### src/design/tfe_pkg.sv
// Shared types, constants and the CRC-ITU-T byte update for the TLV frame encoder.
`default_nettype none

package tfe_pkg;

  localparam int unsigned CFG_INDEX_W = 2;
  localparam int unsigned CFG_DATA_W  = 16;

  typedef enum logic [CFG_INDEX_W-1:0] {
    REG_HEAD_BYTE   = 2'd0,
    REG_CRC_SEED    = 2'd1,
    REG_MAX_PAYLOAD = 2'd2
  } cfg_reg_t;

  localparam logic [7:0]  HEAD_BYTE_RESET   = 8'hFD;
  localparam logic [15:0] CRC_SEED_RESET    = 16'h1E50;
  localparam logic [7:0]  MAX_PAYLOAD_RESET = 8'd123;
  localparam logic [7:0]  PAYLOAD_LIMIT     = 8'd250;
  localparam logic [7:0]  FIXED_OVERHEAD    = 8'd5;
  localparam logic [15:0] CRC_POLY          = 16'h1021;

  localparam int unsigned CMD_DEPTH = 4;
  localparam int unsigned CMD_PTR_W = $clog2(CMD_DEPTH);
  localparam int unsigned CMD_CNT_W = $clog2(CMD_DEPTH + 1);

  localparam int unsigned OQ_DEPTH = 4;
  localparam int unsigned OQ_PTR_W = $clog2(OQ_DEPTH);
  localparam int unsigned OQ_CNT_W = $clog2(OQ_DEPTH + 1);

  // one accepted payload byte, already classified
  typedef struct packed {
    logic        start;
    logic [15:0] seed;
    logic [7:0]  head;
    logic [7:0]  tag;
    logic [7:0]  len;
    logic [7:0]  data;
    logic        crc;
    logic        mism;
  } cmd_t;

  typedef struct packed {
    logic [7:0] out_byte;
    logic       end_of_run;
    logic       end_of_frame;
    logic       count_mismatch;
  } result_t;

  typedef enum logic [5:0] {
    STEP_HEAD = 6'b000001,
    STEP_TAG  = 6'b000010,
    STEP_LEN  = 6'b000100,
    STEP_DATA = 6'b001000,
    STEP_CRCL = 6'b010000,
    STEP_CRCH = 6'b100000
  } step_t;

  function automatic logic [15:0] crc_feed(input logic [15:0] crc, input logic [7:0] b);
    logic [15:0] c;
    c = crc ^ {b, 8'h00};
    for (int i = 0; i < 8; i++) begin
      if (c[15]) begin
        c = {c[14:0], 1'b0} ^ CRC_POLY;
      end else begin
        c = {c[14:0], 1'b0};
      end
    end
    return c;
  endfunction

endpackage

`default_nettype wire

### src/design/tlv_frame_encoder_crc16.sv
// Top level of the TLV frame encoder with CRC-ITU-T.
`default_nettype none

// One payload byte is taken per transaction and, while the command queue
// has room, one can be pushed every cycle. Each byte becomes a command that
// the back end turns into one to six output bytes (header on the first byte
// of a frame, CRC after the closing byte), at one output byte per cycle while
// the result queue has room, so sustained throughput is set by the back-end
// sequencer: a frame of n sent payload bytes gives n + 5 output bytes.
// Dropped surplus bytes and the closing flag after the CRC give no output.
// Configuration is sampled at the first byte of each frame.
module tlv_frame_encoder_crc16 (
  input  wire                              clk,
  input  wire                              rst,
  input  wire                              cfg_write,
  input  wire [tfe_pkg::CFG_INDEX_W-1:0]   cfg_index,
  input  wire [tfe_pkg::CFG_DATA_W-1:0]    cfg_data,
  input  wire                              push,
  output logic                             full,
  input  wire [7:0]                        tag_value,
  input  wire [7:0]                        payload_count,
  input  wire [7:0]                        data_byte,
  input  wire                              final_payload_byte,
  output logic                             empty,
  input  wire                              pop,
  output logic [7:0]                       out_byte,
  output logic                             end_of_run,
  output logic                             end_of_frame,
  output logic                             count_mismatch
);

  logic          cmd_valid;
  logic          cmd_pop;
  tfe_pkg::cmd_t cmd;

  tfe_front u_front (
    .clk                (clk),
    .rst                (rst),
    .cfg_write          (cfg_write),
    .cfg_index          (cfg_index),
    .cfg_data           (cfg_data),
    .push               (push),
    .full               (full),
    .tag_value          (tag_value),
    .payload_count      (payload_count),
    .data_byte          (data_byte),
    .final_payload_byte (final_payload_byte),
    .cmd_valid          (cmd_valid),
    .cmd                (cmd),
    .cmd_pop            (cmd_pop)
  );

  tfe_back u_back (
    .clk            (clk),
    .rst            (rst),
    .cmd_valid      (cmd_valid),
    .cmd            (cmd),
    .cmd_pop        (cmd_pop),
    .empty          (empty),
    .pop            (pop),
    .out_byte       (out_byte),
    .end_of_run     (end_of_run),
    .end_of_frame   (end_of_frame),
    .count_mismatch (count_mismatch)
  );

endmodule

`default_nettype wire

### src/design/tfe_front.sv
// Front end: configuration registers, frame tracking and the command queue.
`default_nettype none

module tfe_front (
  input  wire                                  clk,
  input  wire                                  rst,
  input  wire                                  cfg_write,
  input  wire  [tfe_pkg::CFG_INDEX_W-1:0]      cfg_index,
  input  wire  [tfe_pkg::CFG_DATA_W-1:0]       cfg_data,
  input  wire                                  push,
  output logic                                 full,
  input  wire  [7:0]                           tag_value,
  input  wire  [7:0]                           payload_count,
  input  wire  [7:0]                           data_byte,
  input  wire                                  final_payload_byte,
  output logic                                 cmd_valid,
  output tfe_pkg::cmd_t                        cmd,
  input  wire                                  cmd_pop
);

  logic [7:0]  head_byte;
  logic [15:0] crc_seed;
  logic [7:0]  max_payload;

  logic       in_frame;
  logic [7:0] bytes_sent;
  logic [7:0] clipped_length;
  logic       crc_done;

  logic [7:0] limit;
  logic [7:0] new_clip;
  logic [7:0] cur_clip;
  logic [7:0] cur_sent;
  logic       cur_done;
  logic [7:0] sent_inc;
  logic       hit;
  logic       accept;
  logic       cmd_push;
  tfe_pkg::cmd_t cmd_new;

  tfe_pkg::cmd_t                  cmd_mem [tfe_pkg::CMD_DEPTH];
  logic [tfe_pkg::CMD_PTR_W-1:0]  wr_ptr;
  logic [tfe_pkg::CMD_PTR_W-1:0]  rd_ptr;
  logic [tfe_pkg::CMD_CNT_W-1:0]  count;

  always_ff @(posedge clk) begin
    if (rst) begin
      head_byte   <= tfe_pkg::HEAD_BYTE_RESET;
      crc_seed    <= tfe_pkg::CRC_SEED_RESET;
      max_payload <= tfe_pkg::MAX_PAYLOAD_RESET;
    end else if (cfg_write) begin
      case (tfe_pkg::cfg_reg_t'(cfg_index))
        tfe_pkg::REG_HEAD_BYTE:   head_byte   <= cfg_data[7:0];
        tfe_pkg::REG_CRC_SEED:    crc_seed    <= cfg_data;
        tfe_pkg::REG_MAX_PAYLOAD: max_payload <= cfg_data[7:0];
        default: ;
      endcase
    end
  end

  always_comb begin
    if (max_payload > tfe_pkg::PAYLOAD_LIMIT) begin
      limit = tfe_pkg::PAYLOAD_LIMIT;
    end else if (max_payload == 8'd0) begin
      limit = 8'd1;
    end else begin
      limit = max_payload;
    end
    if (payload_count > limit) begin
      new_clip = limit;
    end else if (payload_count == 8'd0) begin
      new_clip = 8'd1;
    end else begin
      new_clip = payload_count;
    end
    cur_clip = in_frame ? clipped_length : new_clip;
    cur_sent = in_frame ? bytes_sent : 8'd0;
    cur_done = in_frame & crc_done;
    sent_inc = cur_sent + 8'd1;
    hit      = sent_inc >= cur_clip;

    cmd_new.start = ~in_frame;
    cmd_new.seed  = crc_seed;
    cmd_new.head  = head_byte;
    cmd_new.tag   = tag_value;
    cmd_new.len   = cur_clip + tfe_pkg::FIXED_OVERHEAD;
    cmd_new.data  = data_byte;
    cmd_new.crc   = hit | final_payload_byte;
    cmd_new.mism  = ~hit & final_payload_byte;
  end

  assign full      = count == tfe_pkg::CMD_CNT_W'(tfe_pkg::CMD_DEPTH);
  assign cmd_valid = count != '0;
  assign accept    = push & ~full;
  assign cmd_push  = accept & ~cur_done;
  assign cmd       = cmd_mem[rd_ptr];

  always_ff @(posedge clk) begin
    if (rst) begin
      in_frame       <= 1'b0;
      bytes_sent     <= '0;
      clipped_length <= '0;
      crc_done       <= 1'b0;
    end else if (accept) begin
      in_frame       <= ~final_payload_byte;
      clipped_length <= cur_clip;
      if (!cur_done) begin
        bytes_sent <= sent_inc;
        crc_done   <= hit | final_payload_byte;
      end
    end
  end

  always_ff @(posedge clk) begin
    if (cmd_push) begin
      cmd_mem[wr_ptr] <= cmd_new;
    end
  end

  always_ff @(posedge clk) begin
    if (rst) begin
      wr_ptr <= '0;
      rd_ptr <= '0;
      count  <= '0;
    end else begin
      if (cmd_push) begin
        wr_ptr <= wr_ptr + tfe_pkg::CMD_PTR_W'(1);
      end
      if (cmd_pop) begin
        rd_ptr <= rd_ptr + tfe_pkg::CMD_PTR_W'(1);
      end
      case ({cmd_push, cmd_pop})
        2'b10:   count <= count + tfe_pkg::CMD_CNT_W'(1);
        2'b01:   count <= count - tfe_pkg::CMD_CNT_W'(1);
        default: count <= count;
      endcase
    end
  end

endmodule

`default_nettype wire

### src/design/tfe_back.sv
// Back end: byte sequencer, running CRC and the result queue.
`default_nettype none

module tfe_back (
  input  wire            clk,
  input  wire            rst,
  input  wire            cmd_valid,
  input  tfe_pkg::cmd_t  cmd,
  output logic           cmd_pop,
  output logic           empty,
  input  wire            pop,
  output logic [7:0]     out_byte,
  output logic           end_of_run,
  output logic           end_of_frame,
  output logic           count_mismatch
);

  logic                 busy;
  tfe_pkg::step_t       step;
  tfe_pkg::step_t       eff_step;
  tfe_pkg::step_t       step_next;
  logic [15:0]          crc;
  logic [15:0]          crc_next;
  logic                 is_final;
  logic                 emit;
  logic                 oq_full;
  logic                 oq_pop;
  tfe_pkg::result_t     res;

  tfe_pkg::result_t              oq_mem [tfe_pkg::OQ_DEPTH];
  logic [tfe_pkg::OQ_PTR_W-1:0]  oq_wr;
  logic [tfe_pkg::OQ_PTR_W-1:0]  oq_rd;
  logic [tfe_pkg::OQ_CNT_W-1:0]  oq_count;

  assign oq_full = oq_count == tfe_pkg::OQ_CNT_W'(tfe_pkg::OQ_DEPTH);
  assign empty   = oq_count == '0;
  assign oq_pop  = pop & ~empty;
  assign emit    = cmd_valid & ~oq_full;

  always_comb begin
    if (busy) begin
      eff_step = step;
    end else begin
      eff_step = cmd.start ? tfe_pkg::STEP_HEAD : tfe_pkg::STEP_DATA;
    end
    is_final  = (eff_step == tfe_pkg::STEP_CRCH) ||
                ((eff_step == tfe_pkg::STEP_DATA) && !cmd.crc);
    crc_next  = crc;
    step_next = eff_step;
    res.end_of_frame   = 1'b0;
    res.count_mismatch = 1'b0;
    case (eff_step)
      tfe_pkg::STEP_HEAD: begin
        res.out_byte = cmd.head;
        crc_next     = tfe_pkg::crc_feed(cmd.seed, cmd.head);
        step_next    = tfe_pkg::STEP_TAG;
      end
      tfe_pkg::STEP_TAG: begin
        res.out_byte = cmd.tag;
        crc_next     = tfe_pkg::crc_feed(crc, cmd.tag);
        step_next    = tfe_pkg::STEP_LEN;
      end
      tfe_pkg::STEP_LEN: begin
        res.out_byte = cmd.len;
        crc_next     = tfe_pkg::crc_feed(crc, cmd.len);
        step_next    = tfe_pkg::STEP_DATA;
      end
      tfe_pkg::STEP_DATA: begin
        res.out_byte = cmd.data;
        crc_next     = tfe_pkg::crc_feed(crc, cmd.data);
        step_next    = tfe_pkg::STEP_CRCL;
      end
      tfe_pkg::STEP_CRCL: begin
        res.out_byte       = crc[7:0];
        res.count_mismatch = cmd.mism;
        step_next          = tfe_pkg::STEP_CRCH;
      end
      tfe_pkg::STEP_CRCH: begin
        res.out_byte       = crc[15:8];
        res.end_of_frame   = 1'b1;
        res.count_mismatch = cmd.mism;
      end
      default: begin
        res.out_byte = 8'h00;
      end
    endcase
    res.end_of_run = is_final;
  end

  assign cmd_pop = emit & is_final;

  always_ff @(posedge clk) begin
    if (rst) begin
      busy <= 1'b0;
      step <= tfe_pkg::STEP_HEAD;
    end else if (emit) begin
      busy <= ~is_final;
      step <= step_next;
    end
  end

  always_ff @(posedge clk) begin
    if (emit) begin
      crc <= crc_next;
    end
  end

  always_ff @(posedge clk) begin
    if (emit) begin
      oq_mem[oq_wr] <= res;
    end
  end

  always_ff @(posedge clk) begin
    if (rst) begin
      oq_wr    <= '0;
      oq_rd    <= '0;
      oq_count <= '0;
    end else begin
      if (emit) begin
        oq_wr <= oq_wr + tfe_pkg::OQ_PTR_W'(1);
      end
      if (oq_pop) begin
        oq_rd <= oq_rd + tfe_pkg::OQ_PTR_W'(1);
      end
      case ({emit, oq_pop})
        2'b10:   oq_count <= oq_count + tfe_pkg::OQ_CNT_W'(1);
        2'b01:   oq_count <= oq_count - tfe_pkg::OQ_CNT_W'(1);
        default: oq_count <= oq_count;
      endcase
    end
  end

  assign out_byte       = oq_mem[oq_rd].out_byte;
  assign end_of_run     = oq_mem[oq_rd].end_of_run;
  assign end_of_frame   = oq_mem[oq_rd].end_of_frame;
  assign count_mismatch = oq_mem[oq_rd].count_mismatch;

  a_busy_has_cmd: assert property (@(posedge clk) disable iff (rst)
    busy |-> cmd_valid)
    else $error("sequencer mid-transaction without a command");

  a_oq_bound: assert property (@(posedge clk) disable iff (rst)
    oq_count <= tfe_pkg::OQ_CNT_W'(tfe_pkg::OQ_DEPTH))
    else $error("result queue overfilled");

  a_eof_ends_run: assert property (@(posedge clk) disable iff (rst)
    (!empty && end_of_frame) |-> end_of_run)
    else $error("frame closed on a result that is not last of its run");

  a_crcl_then_crch: assert property (@(posedge clk) disable iff (rst)
    (emit && eff_step == tfe_pkg::STEP_CRCL) |=> (busy && step == tfe_pkg::STEP_CRCH))
    else $error("CRC low byte not followed by CRC high byte");

endmodule

`default_nettype wire
### config.mk
export PLATFORM = sky130hd
export DESIGN_NAME = tlv_frame_encoder_crc16
export DESIGN_NICKNAME = d
export VERILOG_FILES = /design/src/design/tfe_pkg.sv /design/src/design/tlv_frame_encoder_crc16.sv /design/src/design/tfe_front.sv /design/src/design/tfe_back.sv
export SDC_FILE = /design/constraint.sdc
export NUM_CORES = 1
export LEC_CHECK = 0
export CAP_MARGIN = 20
export CORE_MARGIN = 2
export CORE_UTILIZATION = 50
export CTS_CLUSTER_DIAMETER = 120
export DETAILED_ROUTE_END_ITERATION = 16
export DONT_BUFFER_PORTS = 1
export GPL_ROUTABILITY_DRIVEN = 1
export PLACE_DENSITY = 0.68
export SLEW_MARGIN = 20
export SYNTH_ARGS = -nofsm -noshare
export SYNTH_HDL_FRONTEND = slang
export SYNTH_SLANG_ARGS = --single-unit
### constraint.sdc
create_clock -name clk -period 3.9 [get_ports clk]
set_input_delay 0.195 -clock clk [delete_from_list [all_inputs] [get_ports clk]]
set_output_delay 0.195 -clock clk [all_outputs]
set_load 0.02 [all_outputs]
* Word-level counts from Yosys, hierarchy flattened
Memories as Yosys holds them, arrays and structs flattened. A register that Yosys moved wholly into a read port is not among the register bits.
Index checks and enable logic that the tools add are counted.
** Word-level totals
- Bits in registers :: 87
- Bits in writable memories :: 248
- Output and inout bits :: 13
- Word-level logic and storage cells :: 197
- Memories kept :: 2
** Memories
- u_front.cmd_mem :: words 4, bits a word 51, read ports 1, clocked after Yosys merged registers in 1, write ports 1, line tfe_front.sv:41 : tfe_pkg::cmd_t cmd_mem [tfe_pkg::CMD_DEPTH];
- u_back.oq_mem :: words 4, bits a word 11, read ports 1, clocked after Yosys merged registers in 1, write ports 1, line tfe_back.sv:30 : tfe_pkg::result_t oq_mem [tfe_pkg::OQ_DEPTH];
** Cells by class
- Add/sub/neg operators :: 10
- Order comparisons :: 3
- Equality and inequality tests :: 14
- Mux-type cells :: 83
- Bitwise logic cells :: 52
- Reduce and logical (&&, ||, !) cells :: 17
** Operators with widths (number)
- $mux 16 :: 28
- $mux 13 :: 32
- $not 3->3 :: 32
- $pmux 16 s4 :: 1
- $xor 16x16->16 :: 4
- $mux 8 :: 6
- $pmux 8 s6 :: 1
- $pmux 6 s5 :: 1
- $logic_not 8->1 :: 2
- $pmux 3 s2 :: 2
- $reduce_and 2->1 :: 5
- $add 2x1->2 const B :: 4
- $add 8x1->8 const B :: 1
- $add 8x3->8 const B :: 1
- $ge 8x8->1 :: 1
- $gt 8x8->1 :: 1
- $gt 8x8->1 const B :: 1
- $mux 2 :: 4
- $not 1->1 :: 8
- $and 1x1->1 :: 7
- $add 3x1->3 const B :: 2
- $eq 2x1->1 const B :: 3
- $eq 2x2->1 const B :: 3
- $eq 3x3->1 const B :: 2
- 20 further kinds :: 27

* Logic depth before layout (Yosys ltp)
- Depth in word-level cells :: 25
- Mapped depth :: 20
- Gate-level depth less buffers :: 19

* Modules after synthesis
From an unflattened synthesis, not the netlist that was laid out.
** Unflattened totals
- Cells, all modules :: 1021
- Area, all modules :: 14861.8 sq um
** Modules (own cells, without submodules)
- tfe_front :: instances 1, cells each 655, area an instance 10518.8 sq um, sequential area each 7307.0 sq um
- tfe_back :: instances 1, cells each 366, area an instance 4342.9 sq um, sequential area each 2122.0 sq um

* Worst setup path before layout
No wires, ideal clock.
- Kind :: register to register
- From :: reg u_front.max_payload[3]
- To :: mem u_front.cmd_mem[0][1] (netlist bit) (data pin)
- Data arrival time :: 3423 ps
- Path slack :: 207 ps
- Cell stages (with the launch flop) :: 21
- Buffers on the path :: 1
- Clock period less this slack :: 3693 ps
- Cell sequence :: dfxtp_1 -> nor4_1 -> and3_1 -> o22a_1 -> ha_1 -> nand4_1 -> nor2_1 -> a211o_1 -> buf_2 -> a211o_1 -> o211ai_1 -> inv_1 -> ha_1 -> nand2b_1 -> a21o_1 -> a21o_1 -> a21oi_1 -> nor2b_1 -> o21ai_0 -> a211o_1 -> nand2b_1
** RTL lines
- from (decl) :: line tfe_front.sv:23 : logic [7:0] max_payload;
- from (signal assigned) :: line tfe_front.sv:50 : max_payload <= tfe_pkg::MAX_PAYLOAD_RESET;
- from (signal assigned) :: line tfe_front.sv:55 : tfe_pkg::REG_MAX_PAYLOAD: max_payload <= cfg_data[7:0];
- to (decl) :: line tfe_front.sv:41

==> impl_metrics.toml <==
[clocking]
clock_latency_ns = 0.52
cts-htree-levels = 2
cts_root_buf = "clkbuf_16"
numCtsBuffers = 35
cts_sinks = 339
cts_tree = "built"
clk_pin_slew_ns = 0.06
clock_path_buffers = 3

[synth]
synthCells = 1011
ys_top_cells_by_area = "edfxtp_1 53%, dfxtp_1 10%, mux4_2 8.0%, xnor2_1 3.3%, nand2_1 2.4%"
synth_cell_types = 68
synth-seq-cells = 339
synth_ff_type = "edfxtp_1"
seq_area_frac_synth = 0.6327
yosysWarnings = 0
syn_avg_cell_area_um2 = 14.74
async_reset_ff_frac = 0
synth_top_cell_area_share = 0.5320
synth_edf_count = 264
synth_common_cells = "264 x edfxtp_1, 96 x nand2_1, 75 x dfxtp_1"
synth_most_common_cell = "edfxtp_1"
synth_top_area_cell = "edfxtp_1"
syn_area_mm2 = 0.01490
syn_nets = 1089

[power]
ir_worst_vdd_uv = 353.3
power_uw = 11250
p_per_area_mw_per_mm2 = 663.4
power_leakage_uw = 0.005599

[global_routing]
grt_pass1_wl_mm = 47.42
gr-usage-all-layers = 0.1983
grt_max_degree = 76
grt_overflow = 0
antenna_found_initial = 1
grt_pass1_vias = 8580

[drt]
final_antenna_net_count = 0
drc = 0
wl_per_cell_um = 20.21
vias = 8530
firstDrtPassIters = 7
drt-initial-drc-count = 624
routed_wl_mm = 30.09
routed_via_density = 5.729

[die]
start_util = 0.5055
rows = 63
io_pins = 61
die_w_um = 176.6
dieArea_mm2 = 0.03120
coreArea_mm2 = 0.02948
die_h_um = 176.6

[worst_setup_path]
critPathMaxFanout = 4
worstSetupPathType = "reg2reg"
startpoint_type = "flip-flop"
cp.arrival_ns = 4.01
cp_data_required_time_ns = 4.15
end_kind = "flip-flop"

[sta]
timing.final.crit_share = 0.9629
slew_violations = 0
hold_slack_ns = 0.01181
fin_crit_ns = 3.755
tightest_slew_ns = 1.094
hold_viol = 0
maxSlewHeadroom = 0.2707
max_freq_mhz = 266.3
skew_ns = 0.02257
finalSetupTns_ns = 0
setup_viol = 0

[layout]
fill_cells = 2341
nets = 1151
drive_gt1_frac = 0.1621
area_delta_synth_final_pct = 13.80

[outcome]
status = "complete, no violations"

[place]
place_hpwl_mm = 19.98
port_buffers = 0
gp_congestion = 0.9224

[hold_path]
hold_class = "in2reg"

[job]
cap_violations = 0
## final cells by class
cell class	count	area, µm²	area share
antenna	1	2.502	0.0001476
clock buffer	41	908.4	0.05357
clock inverter	21	203.9	0.01203
inverter	28	105.1	0.006198
multi-input combinational	601	5152	0.3038
sequential	339	9439	0.5566
tap	390	488.0	0.02878
timing repair buffer	68	658.1	0.03881
## routing by layer
metal / GRT usage / part of all wire / vias up
li1: - / - / 3975
met1: 0.2709 / 0.44 / 4271
met2: 0.3324 / 0.49 / 247
met3: 0.03243 / 0.054 / 37
met4: 0.05269 / 0.019 / 0
met5: 0 / 0 / -
## final timing paths
check | start | to | slack (ns) | depth (start not counted)
max | u_front.max_payload[5] | u_front.cmd_mem[0][0] | 0.14 | 18
min | push | u_front.crc_done | 0.01 | 3
max reg2reg | u_front.max_payload[5] | u_front.cmd_mem[0][0] | 0.14 | 18
min reg2reg | u_front.clipped_length[2] | u_front.clipped_length[2] | 0.46 | 2
## metrics by stage
step / instances / cell area, µm² / utilization / setup slack (ns)
detailed placement: 1382 / 15390 / 0.5221 / 0.1123
floorplan: 1011 / 14900 / - / 0.2074
global route: 1489 / 16960 / 0.5752 / -0.04241
global placement: 1382 / 15390 / 0.5221 / 0.1672
CTS: 1481 / 16890 / 0.5730 / 0.09821
finish: 1489 / 16960 / 0.5752 / 0.1446
## power breakdown
part           internal (µW)  switching [µW]  leakage (µW)  total, µW
Combinational           1340            1810       0.00206       3150
Sequential              4540             334       0.00301       4870
Clock                   1880            1340      0.000533       3230
Total                   7770            3480       0.00560      11200
## flip-flops by register name, indices dropped and copies added (netlist names), named ones only
name                    cells
u_back.busy                 1
u_back.crc                 16
u_back.oq_count             3
u_back.oq_mem              44
u_back.oq_rd                2
u_back.oq_wr                2
u_back.step                 6
u_front.bytes_sent          8
u_front.clipped_length      8
u_front.cmd_mem           204
u_front.count               3
u_front.crc_done            1
u_front.crc_seed           16
u_front.head_byte           8
u_front.in_frame            1
u_front.max_payload         8
u_front.rd_ptr              2
u_front.wr_ptr              2
## placed cells by master (no fill, tap or decap), drive strengths merged, types with 8 or more instances in the layout
master         n
edfxtp       264
nand2         97
dfxtp         75
xnor2         68
mux4          62
nor2          51
a21oi         50
clkbuf        41
dlygate4sd3   36
a22oi         35
buf           32
inv           31
xor2          30
ha            28
o21ai         24
nand3         15
a211o         14
nor2b         13
nand3b        13
clkinv        11
and2           8
## cell families (layout without fill, tap and decap cells)
family                   after synthesis  in the layout  synth area share
multiplexers                          63             63           0.09664
AND/OR/NAND/NOR                      241            241           0.07876
other                                  0              1                 0
adder cells (fa/ha/maj)               30             30           0.02620
buffers and inverters                 71            158           0.02292
flip-flops                           339            339            0.6327
AO/OA/AOI/OAI                        169            169           0.07657
XOR/XNOR                              98             98           0.06616
## repair_timing
| action | CTS | global route |
|---|---|---|
| setup buffers | 0 | 7 |
| resized for setup | 0 | 8 |
| endpoints found under the hold margin | 147 | 0 |
| setup endpoints to repair | 0 | 9 |
| hold buffers | 37 | 0 |
## critical path, cell delays in order, from the launching register on
cell	delay [ns]
dfxtp_2	0.35
and4_1	0.21
nand2_1	0.07
o22a_1	0.22
ha_1	0.29
nand4_1	0.12
nor2_2	0.07
buf_4	0.14
a211oi_1	0.38
o21ai_0	0.19
o211a_1	0.20
ha_1	0.29
a21o_1	0.11
a21o_1	0.12
a21oi_2	0.05
nor2b_1	0.11
o21ai_1	0.07
a211o_1	0.33
and2_1	0.20
No activity file was read; power rests on OpenSTA's default activity.
